### src/sv/nfpid_pkg.sv
package nfpid_pkg;

    localparam logic [1:0] ACT_TRACK = 2'd0;
    localparam logic [1:0] ACT_ERROR = 2'd1;
    localparam logic [1:0] ACT_LOAD  = 2'd2;
    localparam logic [1:0] ACT_CLEAR = 2'd3;

    localparam logic [2:0] CFG_KP    = 3'd0;
    localparam logic [2:0] CFG_KI    = 3'd1;
    localparam logic [2:0] CFG_KD    = 3'd2;
    localparam logic [2:0] CFG_ILIM  = 3'd3;
    localparam logic [2:0] CFG_FEXP  = 3'd4;
    localparam logic [2:0] CFG_DELTA = 3'd5;
    localparam logic [2:0] CFG_INV   = 3'd6;
    localparam logic [2:0] CFG_ALPHA = 3'd7;

    localparam logic [47:0] ALPHA_RESET = 48'h8000_8000_8000;

    typedef enum logic [5:0] {
        OP_NOP, OP_LATCH, OP_LOAD_INT, OP_CLR_INT, OP_FT_ZERO, OP_FT_LOAD,
        OP_M_FT, OP_FT_UPD, OP_X, OP_FIRST, OP_M_FE, OP_FE_UPD, OP_M_RAW,
        OP_RAW, OP_M_FD, OP_FD_UPD, OP_INT_ZERO, OP_M_INT, OP_INT_UPD,
        OP_M_P, OP_P, OP_M_D, OP_D, OP_FAL_SET_P, OP_FAL_SET_D, OP_FAL_ZERO,
        OP_NORM_LOAD, OP_NORM, OP_LOG, OP_M_EXP, OP_EXP, OP_M_SCALE,
        OP_SCALE, OP_SUM
    } t_op;

    typedef enum logic [4:0] {
        S_IDLE, S_DISPATCH, S_WAIT, S_FT_UPD, S_X, S_FIRST, S_MFE, S_FE_UPD,
        S_MRAW, S_RAW, S_MFD, S_FD_UPD, S_INT, S_INT_UPD, S_PSEL, S_FAL0,
        S_NORM, S_MEXP, S_EXP, S_MSCALE, S_SCALE, S_FAL_MUL, S_P, S_DSEL,
        S_D, S_SUM
    } t_state;

    typedef struct packed {
        logic       first;
        logic [1:0] act;
        logic       inv_zero;
        logic       ki_zero;
        logic       int_go;
        logic       fal_zero;
        logic       norm_done;
    } t_status;

    function automatic logic signed [31:0] sat32_f(input logic signed [67:0] v);
        if (v > 68'sd2147483647)
            return 32'sh7fffffff;
        else if (v < -68'sd2147483648)
            return 32'sh80000000;
        else
            return v[31:0];
    endfunction

    function automatic logic signed [31:0] clamp_f(input logic signed [67:0] v,
                                                   input logic [30:0] lim);
        logic signed [67:0] l;
        logic signed [67:0] nl;
        l  = $signed({37'd0, lim});
        nl = -l;
        if (v > l)
            return l[31:0];
        else if (v < nl)
            return nl[31:0];
        else
            return v[31:0];
    endfunction

    // log2(1 + idx/2^bits), 16 fraction bits, by repeated squaring
    function automatic logic [15:0] log_frac_f(input int idx, input int bits);
        logic [63:0] m;
        logic [15:0] r;
        m = (64'd1 << 30) + (64'(idx) << (30 - bits));
        r = '0;
        for (int k = 0; k < 16; k++) begin
            m = (m * m) >> 30;
            r = {r[14:0], 1'b0};
            if (m >= (64'd1 << 31)) begin
                r[0] = 1'b1;
                m = m >> 1;
            end
        end
        return r;
    endfunction

    function automatic logic [63:0] isqrt_f(input logic [63:0] n_in);
        logic [63:0] n;
        logic [63:0] r;
        logic [63:0] b;
        n = n_in;
        r = '0;
        b = 64'd1 << 62;
        for (int i = 0; i < 32; i++) begin
            if (b > n)
                b = b >> 2;
        end
        for (int i = 0; i < 32; i++) begin
            if (b != 64'd0) begin
                if (n >= r + b) begin
                    n = n - (r + b);
                    r = (r >> 1) + b;
                end else begin
                    r = r >> 1;
                end
                b = b >> 2;
            end
        end
        return r;
    endfunction

    // 2^(j/2^bits) in Q1.30
    function automatic logic [31:0] exp_mant_f(input int j, input int bits);
        logic [63:0] c;
        logic [63:0] mant;
        c    = isqrt_f(64'd1 << 61);
        mant = 64'd1 << 30;
        for (int k = 1; k <= bits; k++) begin
            if (((j >> (bits - k)) & 1) != 0)
                mant = (mant * c) >> 30;
            c = isqrt_f(c << 30);
        end
        return mant[31:0];
    endfunction

endpackage

### src/sv/nfpid_ctrl.sv
module nfpid_ctrl (
    input  logic               i_clk,
    input  logic               i_rst_n,
    input  logic               i_in_valid,
    output logic               o_in_ready,
    output logic               o_out_valid,
    input  logic               i_out_ready,
    input  nfpid_pkg::t_status i_status,
    output nfpid_pkg::t_op     o_op
);
    import nfpid_pkg::*;

    t_state r_state, n_state;
    t_state r_ret, n_ret;
    logic   r_isd, n_isd;
    logic   r_ovalid, n_ovalid;
    logic   out_free;

    assign out_free    = !r_ovalid || i_out_ready;
    assign o_in_ready  = (r_state == S_IDLE);
    assign o_out_valid = r_ovalid;

    always_ff @(posedge i_clk) begin
        if (!i_rst_n) begin
            r_state  <= S_IDLE;
            r_ret    <= S_IDLE;
            r_isd    <= 1'b0;
            r_ovalid <= 1'b0;
        end else begin
            r_state  <= n_state;
            r_ret    <= n_ret;
            r_isd    <= n_isd;
            r_ovalid <= n_ovalid;
        end
    end

    always_comb begin
        n_state  = r_state;
        n_ret    = r_ret;
        n_isd    = r_isd;
        n_ovalid = r_ovalid && !i_out_ready;
        o_op     = OP_NOP;
        case (r_state)
            S_IDLE: begin
                if (i_in_valid) begin
                    o_op    = OP_LATCH;
                    n_state = S_DISPATCH;
                end
            end
            S_DISPATCH: begin
                case (i_status.act)
                    ACT_LOAD: begin
                        o_op    = OP_LOAD_INT;
                        n_state = S_SUM;
                    end
                    ACT_CLEAR: begin
                        o_op    = OP_CLR_INT;
                        n_state = S_SUM;
                    end
                    ACT_ERROR: begin
                        o_op    = OP_FT_ZERO;
                        n_state = S_X;
                    end
                    default: begin
                        if (i_status.first) begin
                            o_op    = OP_FT_LOAD;
                            n_state = S_X;
                        end else begin
                            o_op    = OP_M_FT;
                            n_ret   = S_FT_UPD;
                            n_state = S_WAIT;
                        end
                    end
                endcase
            end
            S_WAIT: n_state = r_ret;
            S_FT_UPD: begin
                o_op    = OP_FT_UPD;
                n_state = S_X;
            end
            S_X: begin
                o_op    = OP_X;
                n_state = i_status.first ? S_FIRST : S_MFE;
            end
            S_FIRST: begin
                o_op    = OP_FIRST;
                n_state = S_INT;
            end
            S_MFE: begin
                o_op    = OP_M_FE;
                n_ret   = S_FE_UPD;
                n_state = S_WAIT;
            end
            S_FE_UPD: begin
                o_op    = OP_FE_UPD;
                n_state = i_status.inv_zero ? S_INT : S_MRAW;
            end
            S_MRAW: begin
                o_op    = OP_M_RAW;
                n_ret   = S_RAW;
                n_state = S_WAIT;
            end
            S_RAW: begin
                o_op    = OP_RAW;
                n_state = S_MFD;
            end
            S_MFD: begin
                o_op    = OP_M_FD;
                n_ret   = S_FD_UPD;
                n_state = S_WAIT;
            end
            S_FD_UPD: begin
                o_op    = OP_FD_UPD;
                n_state = S_INT;
            end
            S_INT: begin
                if (i_status.ki_zero) begin
                    o_op    = OP_INT_ZERO;
                    n_state = S_PSEL;
                end else if (i_status.int_go) begin
                    o_op    = OP_M_INT;
                    n_ret   = S_INT_UPD;
                    n_state = S_WAIT;
                end else begin
                    n_state = S_PSEL;
                end
            end
            S_INT_UPD: begin
                o_op    = OP_INT_UPD;
                n_state = S_PSEL;
            end
            S_PSEL: begin
                if (i_status.act == ACT_ERROR) begin
                    o_op    = OP_M_P;
                    n_ret   = S_P;
                    n_state = S_WAIT;
                end else begin
                    o_op    = OP_FAL_SET_P;
                    n_isd   = 1'b0;
                    n_state = S_FAL0;
                end
            end
            S_FAL0: begin
                if (i_status.fal_zero) begin
                    o_op    = OP_FAL_ZERO;
                    n_state = S_FAL_MUL;
                end else begin
                    o_op    = OP_NORM_LOAD;
                    n_state = S_NORM;
                end
            end
            S_NORM: begin
                if (i_status.norm_done) begin
                    o_op    = OP_LOG;
                    n_state = S_MEXP;
                end else begin
                    o_op = OP_NORM;
                end
            end
            S_MEXP: begin
                o_op    = OP_M_EXP;
                n_ret   = S_EXP;
                n_state = S_WAIT;
            end
            S_EXP: begin
                o_op    = OP_EXP;
                n_state = S_MSCALE;
            end
            S_MSCALE: begin
                o_op    = OP_M_SCALE;
                n_ret   = S_SCALE;
                n_state = S_WAIT;
            end
            S_SCALE: begin
                o_op    = OP_SCALE;
                n_state = S_FAL_MUL;
            end
            S_FAL_MUL: begin
                o_op    = r_isd ? OP_M_D : OP_M_P;
                n_ret   = r_isd ? S_D : S_P;
                n_state = S_WAIT;
            end
            S_P: begin
                o_op    = OP_P;
                n_state = S_DSEL;
            end
            S_DSEL: begin
                if (i_status.act == ACT_ERROR) begin
                    o_op    = OP_M_D;
                    n_ret   = S_D;
                    n_state = S_WAIT;
                end else begin
                    o_op    = OP_FAL_SET_D;
                    n_isd   = 1'b1;
                    n_state = S_FAL0;
                end
            end
            S_D: begin
                o_op    = OP_D;
                n_state = S_SUM;
            end
            S_SUM: begin
                if (out_free) begin
                    o_op     = OP_SUM;
                    n_ovalid = 1'b1;
                    n_state  = S_IDLE;
                end
            end
            default: n_state = S_IDLE;
        endcase
    end

endmodule

### config.mk
export PLATFORM = sky130hd
export DESIGN_NAME = nfpid_ctrl
export DESIGN_NICKNAME = d
export VERILOG_FILES = /design/src/sv/nfpid_pkg.sv /design/src/sv/nfpid_ctrl.sv
export SDC_FILE = /design/constraint.sdc
export NUM_CORES = 1
export LEC_CHECK = 0
export BUFFER_PORTS_ARGS = -buffer_cell sky130_fd_sc_hd__buf_2
export CAP_MARGIN = 20
export CORE_ASPECT_RATIO = 1.75
export CORE_MARGIN = 4
export CORE_UTILIZATION = 47
export DETAILED_ROUTE_END_ITERATION = 8
export PLACE_DENSITY = 0.73
export SYNTH_ARGS = -nofsm -noshare
export SYNTH_HDL_FRONTEND = slang
export SYNTH_SLANG_ARGS = --single-unit
### constraint.sdc
create_clock -name i_clk -period 2.41 [get_ports i_clk]
set_input_delay 0.6025 -clock i_clk [delete_from_list [all_inputs] [get_ports i_clk]]
set_output_delay 0.6025 -clock i_clk [all_outputs]
set_load 0.1 [all_outputs]
==> impl_metrics.yaml, run 1 <==
power_and_ir_drop:
  combPwrFrac_pct: 81.0
  pwr-share-seq_pct: 11.4
  pwr-share-clk_pct: 7.6
  powerDensity_nw_per_um2: 1450
  swShare_pct: 53.8
  p_sw_mw: 1.62
  leakage_nw: 0.825
  total_power_mw: 3.01
  power.internal_mw: 1.39
  irDropWorstVdd_mv: 1.21
clock_tree:
  h-tree-depth: 1
  cts.clk_slew.worst_paths_ns: 0.06
  cts_buffers: 3
  cts_sinks: 12
  cts_root_buffer: "clkbuf_8"
  clockBufferDepth: 2
  hold_buffers: 0
  cts_tree: "yes"
  clk_latency_ns: 0.25
setup_path:
  arrival_ns: 1.82
  critPathMaxFanout: 10
  r2r_slack_ns: 0.40
  critPathKind: "reg2out"
  critPathCaptureType: "primary output"
  crit_path_start_kind: "flop"
  worst_ep_required_time_ns: 1.81
timing:
  worstMarginPinSlew_ns: 0.472
  finalMaxSlewViolations: 0
  fin_crit_sh_pct: 100
  min_period_ns: 2.42
  max_freq_mhz: 413
  skew_ns: 0.00219
  setup_viol: 1
  relSlewSlack_pct: 67.7
  setup_slack_ns: -0.00867
  hold_violations: 0
synth:
  syn_area_per_cell_um2: 6.72
  synth_top_family_by_area: "compound AO/OA/AOI/OAI gates"
  synth_compound_area_share_pct: 39.5
  ys_ff_latch: 12
  synth_fa_ha_area_share_pct: 0
  yosysSeqAreaShare_pct: 17.2
  synth.distinct_cells: 54
  synth-async-reset-ratio_pct: 0
  netlist_area_um2: 1400
  ys.flop_type: "dfxtp_1"
  synth-edff-count: 0
  synthCells: 208
  synth_xor_area_share_pct: 0.627
  muxShareOfSynthArea_pct: 1.43
  ys_warn_count: 0
  synth_nets: 220
  synthSimpleGateAreaFrac_pct: 32.7
outcome:
  failed_checks: "setup timing"
  status: "finished with violations"
grt:
  gr-total-overflow: 0
  antenna_found_initial: 0
  grt_first_pass_wirelength_um: 8580
  grtUsageTotal_pct: 27.5
  grt_pass1_vias: 1763
  grt_max_degree: 27
hold_path:
  hp-class: "reg2reg"
floorplanning:
  dieHeight_um: 80.1
  rows: 25
  io_pins: 20
  die-area_um2: 3940
  initial_utilization_pct: 50.2
  core_um2: 2780
  die_x_um: 49.2
route:
  wire_per_inst_um: 20.5
  drtAntennaViolNets: 0
  routed_wl_um: 5570
  via_per_inst: 7.04
  via_count: 1915
  drt_iter0_drc: 185
  drc_errors: 0
  drtPass1Iterations: 7
place:
  pre_cts_ws_ns: -0.0387
  routabilityCongestion: 0.944
  dp_hpwl_um: 3920
  portBuffers: 19
layout:
  antenna_cells: 0
  nets: 258
  syn_to_final_growth_pct: 48.0
  drive_gt1_share_pct: 37.1
  fin_util_pct: 74.3
  fillers: 189
run:
  maxCapViolCount: 0
==> sequential cells by signal, summed over array words and instances (netlist names) <==
register     count
r_ret            5
r_state          5
o_out_valid      1
r_isd            1
==> per-layer routing <==
layer	vias up	routed length, um	global-route usage (%)
met5	-	0	0
met4	0	280	12.3
met1	900	2070	31.8
li1	860	-	-
met3	35	383	3.53
met2	120	2830	49.3
==> layout make-up <==
class                      instances  area (um^2)  share of cell area [%]
inverter                           6         22.5                    1.09
sequential                        12          255                    12.3
tap                               27         33.8                    1.63
timing repair buffer              53          494                    23.9
clock buffer                       4         55.1                    2.66
multi-input combinational        170         1210                    58.4
==> layout by cell type (no fill, tap or decap), types with 3 or more instances in the layout <==
cell,Yosys,routed
a221oi_1,4,3
a32o_1,4,4
nor2_4,0,3
buf_4,0,29
a21oi_1,16,16
buf_12,0,7
nor4b_4,0,3
dfxtp_2,0,3
o21ai_1,2,3
dfxtp_1,12,6
nand2b_4,0,3
nand3_1,9,8
buf_6,1,5
buf_2,12,11
dfxtp_4,0,3
o22ai_1,3,3
clkbuf_8,0,4
inv_1,5,4
o21ai_0,9,7
nor2_1,31,27
nand3b_1,3,3
nand2b_1,9,6
nand2_1,20,19
a31oi_1,5,5
a21o_1,3,3
==> kinds of logic (layout without fill, tap and decap cells) <==
logic type / after synthesis / in the layout
AO/OA/AOI/OAI: 76 / 76
XOR/XNOR: 1 / 1
buffers and inverters: 26 / 63
flip-flops: 12 / 12
multiplexers: 2 / 2
AND/OR/NAND/NOR: 91 / 91
==> synth_stat cells, types with 2 or more instances <==
cell type | number | share of area, %
a22o_1 | 2 | 1.3
nand3b_1 | 3 | 1.6
buf_1 | 5 | 1.3
a22oi_1 | 3 | 1.6
o21ai_1 | 2 | 0.72
a211oi_1 | 2 | 1.1
nand2b_1 | 9 | 4.0
o211ai_1 | 2 | 1.1
dfxtp_1 | 12 | 17
o21ai_0 | 9 | 3.2
nor2b_1 | 3 | 1.3
clkbuf_1 | 2 | 0.54
o22ai_1 | 3 | 1.3
a21oi_1 | 16 | 5.7
a32oi_1 | 2 | 1.3
nand4_1 | 2 | 0.90
nor4b_1 | 3 | 1.9
nor2_1 | 31 | 8.3
a41oi_1 | 2 | 1.3
inv_1 | 5 | 1.3
a32o_1 | 4 | 2.9
o31a_1 | 2 | 1.3
nand3_1 | 9 | 3.2
nor4_1 | 2 | 0.90
nor3b_1 | 2 | 1.1
a221oi_1 | 4 | 2.5
a31oi_1 | 5 | 2.2
nand2_1 | 20 | 5.4
buf_2 | 12 | 4.3
mux2i_1 | 2 | 1.4
o41ai_1 | 2 | 1.3
a21o_1 | 3 | 1.6
a211o_1 | 2 | 1.3
==> timing repair <==
| item | in CTS | in global routing |
|---|---|---|
| gates resized for setup | 16 | 26 |
| hold endpoints to repair | 0 | 0 |
| setup endpoints to repair | 3 | 5 |
| setup buffers | 3 | 7 |
| pin swaps | 3 | 6 |
==> worst max-delay path, stage by stage (launching register included) <==
cell and delay (ns):
dfxtp_4 0.38, buf_6 0.16, nor3b_1 0.16, a21oi_1 0.25, nor2_1 0.07, or3_4 0.38
buf_12 0.17
==> per-stage QoR <==
| stage | cell area [um^2] | hold slack (ns) | instances | TNS [ns] |
|---|---|---|---|---|
| 3_3_place_gp | 1780 | 0.447 | 258 | -0.0522 |
| 5_1_grt | 2070 | 0.507 | 272 | -0.0825 |
| 2_1_floorplan | 1490 | 0.437 | 208 | -2.68 |
| 3_5_place_dp | 1780 | 0.458 | 258 | -0.0387 |
| 4_1_cts | 1920 | 0.466 | 265 | 0 |
| 6_report | 2070 | 0.474 | 272 | -0.00867 |
==> path summary, 6_finish.rpt <==
check	endpoint	depth (start not counted)	startpoint
setup / recovery	o_op[1]	6	r_state[2]
hold / removal	r_ret[2]	2	r_ret[2]
setup reg to reg	r_ret[0]	6	r_state[3]
hold reg to reg	r_ret[2]	2	r_ret[2]
==> power by group through the flow <==
stage	clock network [mW]	logic, mW	registers [mW]
floorplan	0	1.51	0.278
global placement	0	2.09	0.340
detailed placement	0	2.12	0.340
CTS	0.229	2.22	0.341
global route	0.241	2.53	0.348
finish	0.229	2.43	0.343
Note: power is estimated with default switching activity, not from simulation.
==> run 2: changes to the inputs <==
--- a/config.mk
+++ b/config.mk
@@ -11,7 +11,7 @@
 export CORE_MARGIN = 4
 export CORE_UTILIZATION = 47
 export DETAILED_ROUTE_END_ITERATION = 8
-export PLACE_DENSITY = 0.73
+export PLACE_DENSITY = 0.76
 export SYNTH_ARGS = -nofsm -noshare
 export SYNTH_HDL_FRONTEND = slang
 export SYNTH_SLANG_ARGS = --single-unit
==> impl_metrics.yaml, run 2 (same netlist as run 1, synthesis figures left out) <==
power_and_ir_drop:
  total_power_mw: 2.97
  leakage_nw: 0.836
  powerDensity_nw_per_um2: 1440
  irDropWorstVdd_mv: 0.901
outcome:
  status: "finished with violations"
  failed_checks: "setup timing"
layout:
  antenna_cells: 0
  final_cell_mix: "buf_4 (31), nor2_1 (27), nand2_1 (19)"
  stdcell_count: 276
  syn_to_final_growth_pct: 48.3
  layout_commonest_cell: "buf_4"
  largestRegisters: "r_ret (5), r_state (5)"
  nets: 262
  multiInputGateArea_um2: 1170
  drive_gt1_share_pct: 35.7
  fin_util_pct: 74.4
  fillers: 209
  seqCellArea_um2: 255
floorplanning:
  dieHeight_um: 80.1
  core_um2: 2780
  rows: 25
  io_pins: 20
  initial_utilization_pct: 50.2
  die-area_um2: 3940
  die_x_um: 49.2
route:
  wire_per_inst_um: 18.9
  drc_errors: 0
  via_per_inst: 6.70
  routed_wl_um: 5210
  drtPass1Iterations: 4
  drtAntennaViolNets: 0
  via_count: 1850
  drt_iter0_drc: 116
clock_tree:
  clockBufferDepth: 2
  clk_latency_ns: 0.24
  h-tree-depth: 1
  cts_root_buffer: "clkbuf_8"
  cts.clk_slew.worst_paths_ns: 0.05
  cts_tree: "yes"
  cts_sinks: 12
  cts_buffers: 3
timing:
  holdWs_ns: 0.457
  min_period_ns: 2.42
  max_freq_mhz: 413
  relSlewSlack_pct: 67.4
  finalMaxSlewViolations: 0
  setup_slack_ns: -0.0115
  hold_violations: 0
  skew_ns: 0.00434
  fin_setup_tns_ns: -0.0115
  rsz0062_at_grt: "yes"
  worstMarginPinSlew_ns: 0.488
  fin_crit_sh_pct: 100
  setup_viol: 1
grt:
  grt_first_pass_wirelength_um: 8220
  grt_pass1_vias: 1785
  gr-total-overflow: 0
  met3_usage_pct: 2.04
  grtUsageTotal_pct: 26.6
  use_met1_pct: 27.5
  antenna_found_initial: 0
  met2_usage_pct: 49.7
  grt_max_degree: 21
  busiest_layer: "met2"
place:
  routabilityCongestion: 0.972
  portBuffers: 19
  placed_cells: 269
  dp_hpwl_um: 3950
setup_path:
  r2r_cells: 7
  timing.rr.start: "r_state[4]"
  critPathCaptureType: "primary output"
  crit_path_start_kind: "flop"
  worst_ep_required_time_ns: 1.81
  cpMostUsedCell: "buf_12"
  r2r_end: "r_ret[0]"
  crit_family: "compound AO/OA/AOI/OAI gates"
  critPathKind: "reg2out"
  cp_slowest_cell: "dfxtp_4"
  arrival_ns: 1.82
  crit_chain: "buf_12 -> xor2_1 -> a22oi_1 -> o22ai_1 -> a211o_2 -> buf_12"
  critPathMaxStageDelay_ns: 0.39
  r2r_slack_ns: 0.33
  critPathMaxFanout: 18
  path_buf_inv: 2
hold_path:
  hp-class: "reg2reg"
  min_from: "r_ret[2]"
  worstHoldEndpoint: "r_ret[2]"
  holdPathStages: 2
run:
  maxCapViolCount: 0
==> run 2: cell type report <==
| type | count | share of cell area (%) |
|---|---|---|
| clock buffer | 4 | 2.66 |
| multi-input combinational | 170 | 56.5 |
| sequential | 12 | 12.3 |
| tap | 27 | 1.63 |
| timing repair buffer | 57 | 25.8 |
| inverter | 6 | 1.09 |
==> run 2: per-layer routing <==
| metal | share of wire (%) | routed length [um] | vias to the layer above |
|---|---|---|---|
| li1 | - | - | 866 |
| met1 | 36 | 1860 | 853 |
| met2 | 53 | 2750 | 100 |
| met3 | 6.4 | 333 | 31 |
| met4 | 5.1 | 267 | 0 |
| met5 | 0 | 0 | - |
==> run 2: worst max-delay path by stage <==
stage,depth (start not counted),end,start,slack (ns)
after floorplan,5,r_state[4],r_state[0],-0.70
after global placement,7,o_op[1],i_status[6],-0.04
after detailed placement,7,o_op[1],i_status[6],-0.06
after CTS,7,o_op[2],r_state[2],0.0006
after global routing,6,o_op[0],r_state[1],-0.03
final,6,o_op[0],r_state[1],-0.01
==> run 2: worst min-delay path: cells and delay by family, from the launching register on <==
family / cells / cell delay, ns
flip-flops: 1 / 0.31
AO/OA/AOI/OAI: 1 / 0.05
AND/OR/NAND/NOR: 1 / 0.06
==> run 2: where the power goes <==
part	total, mW	switching, mW	internal (mW)
clock	0.218	0.0740	0.144
sequential	0.329	0.0742	0.255
combinational	2.43	1.43	0.997
total	2.97	1.58	1.40
==> run 2: stage by stage <==
step / setup slack (ns) / cell area [um^2]
after global placement: -0.0388 / 1860
after detailed placement: -0.0616 / 1860
after CTS: 0.000628 / 1960
final: -0.0115 / 2070
after floorplan: -0.705 / 1490
after global routing: -0.0269 / 2070
==> run 2: repair_timing <==
item,in CTS,in global routing
endpoints found under the setup margin,3,3
hold buffers,0,0
cloned,0,0
hold endpoints to repair,0,0
gates resized for setup,14,23
pin swaps,1,2
setup buffers,1,2
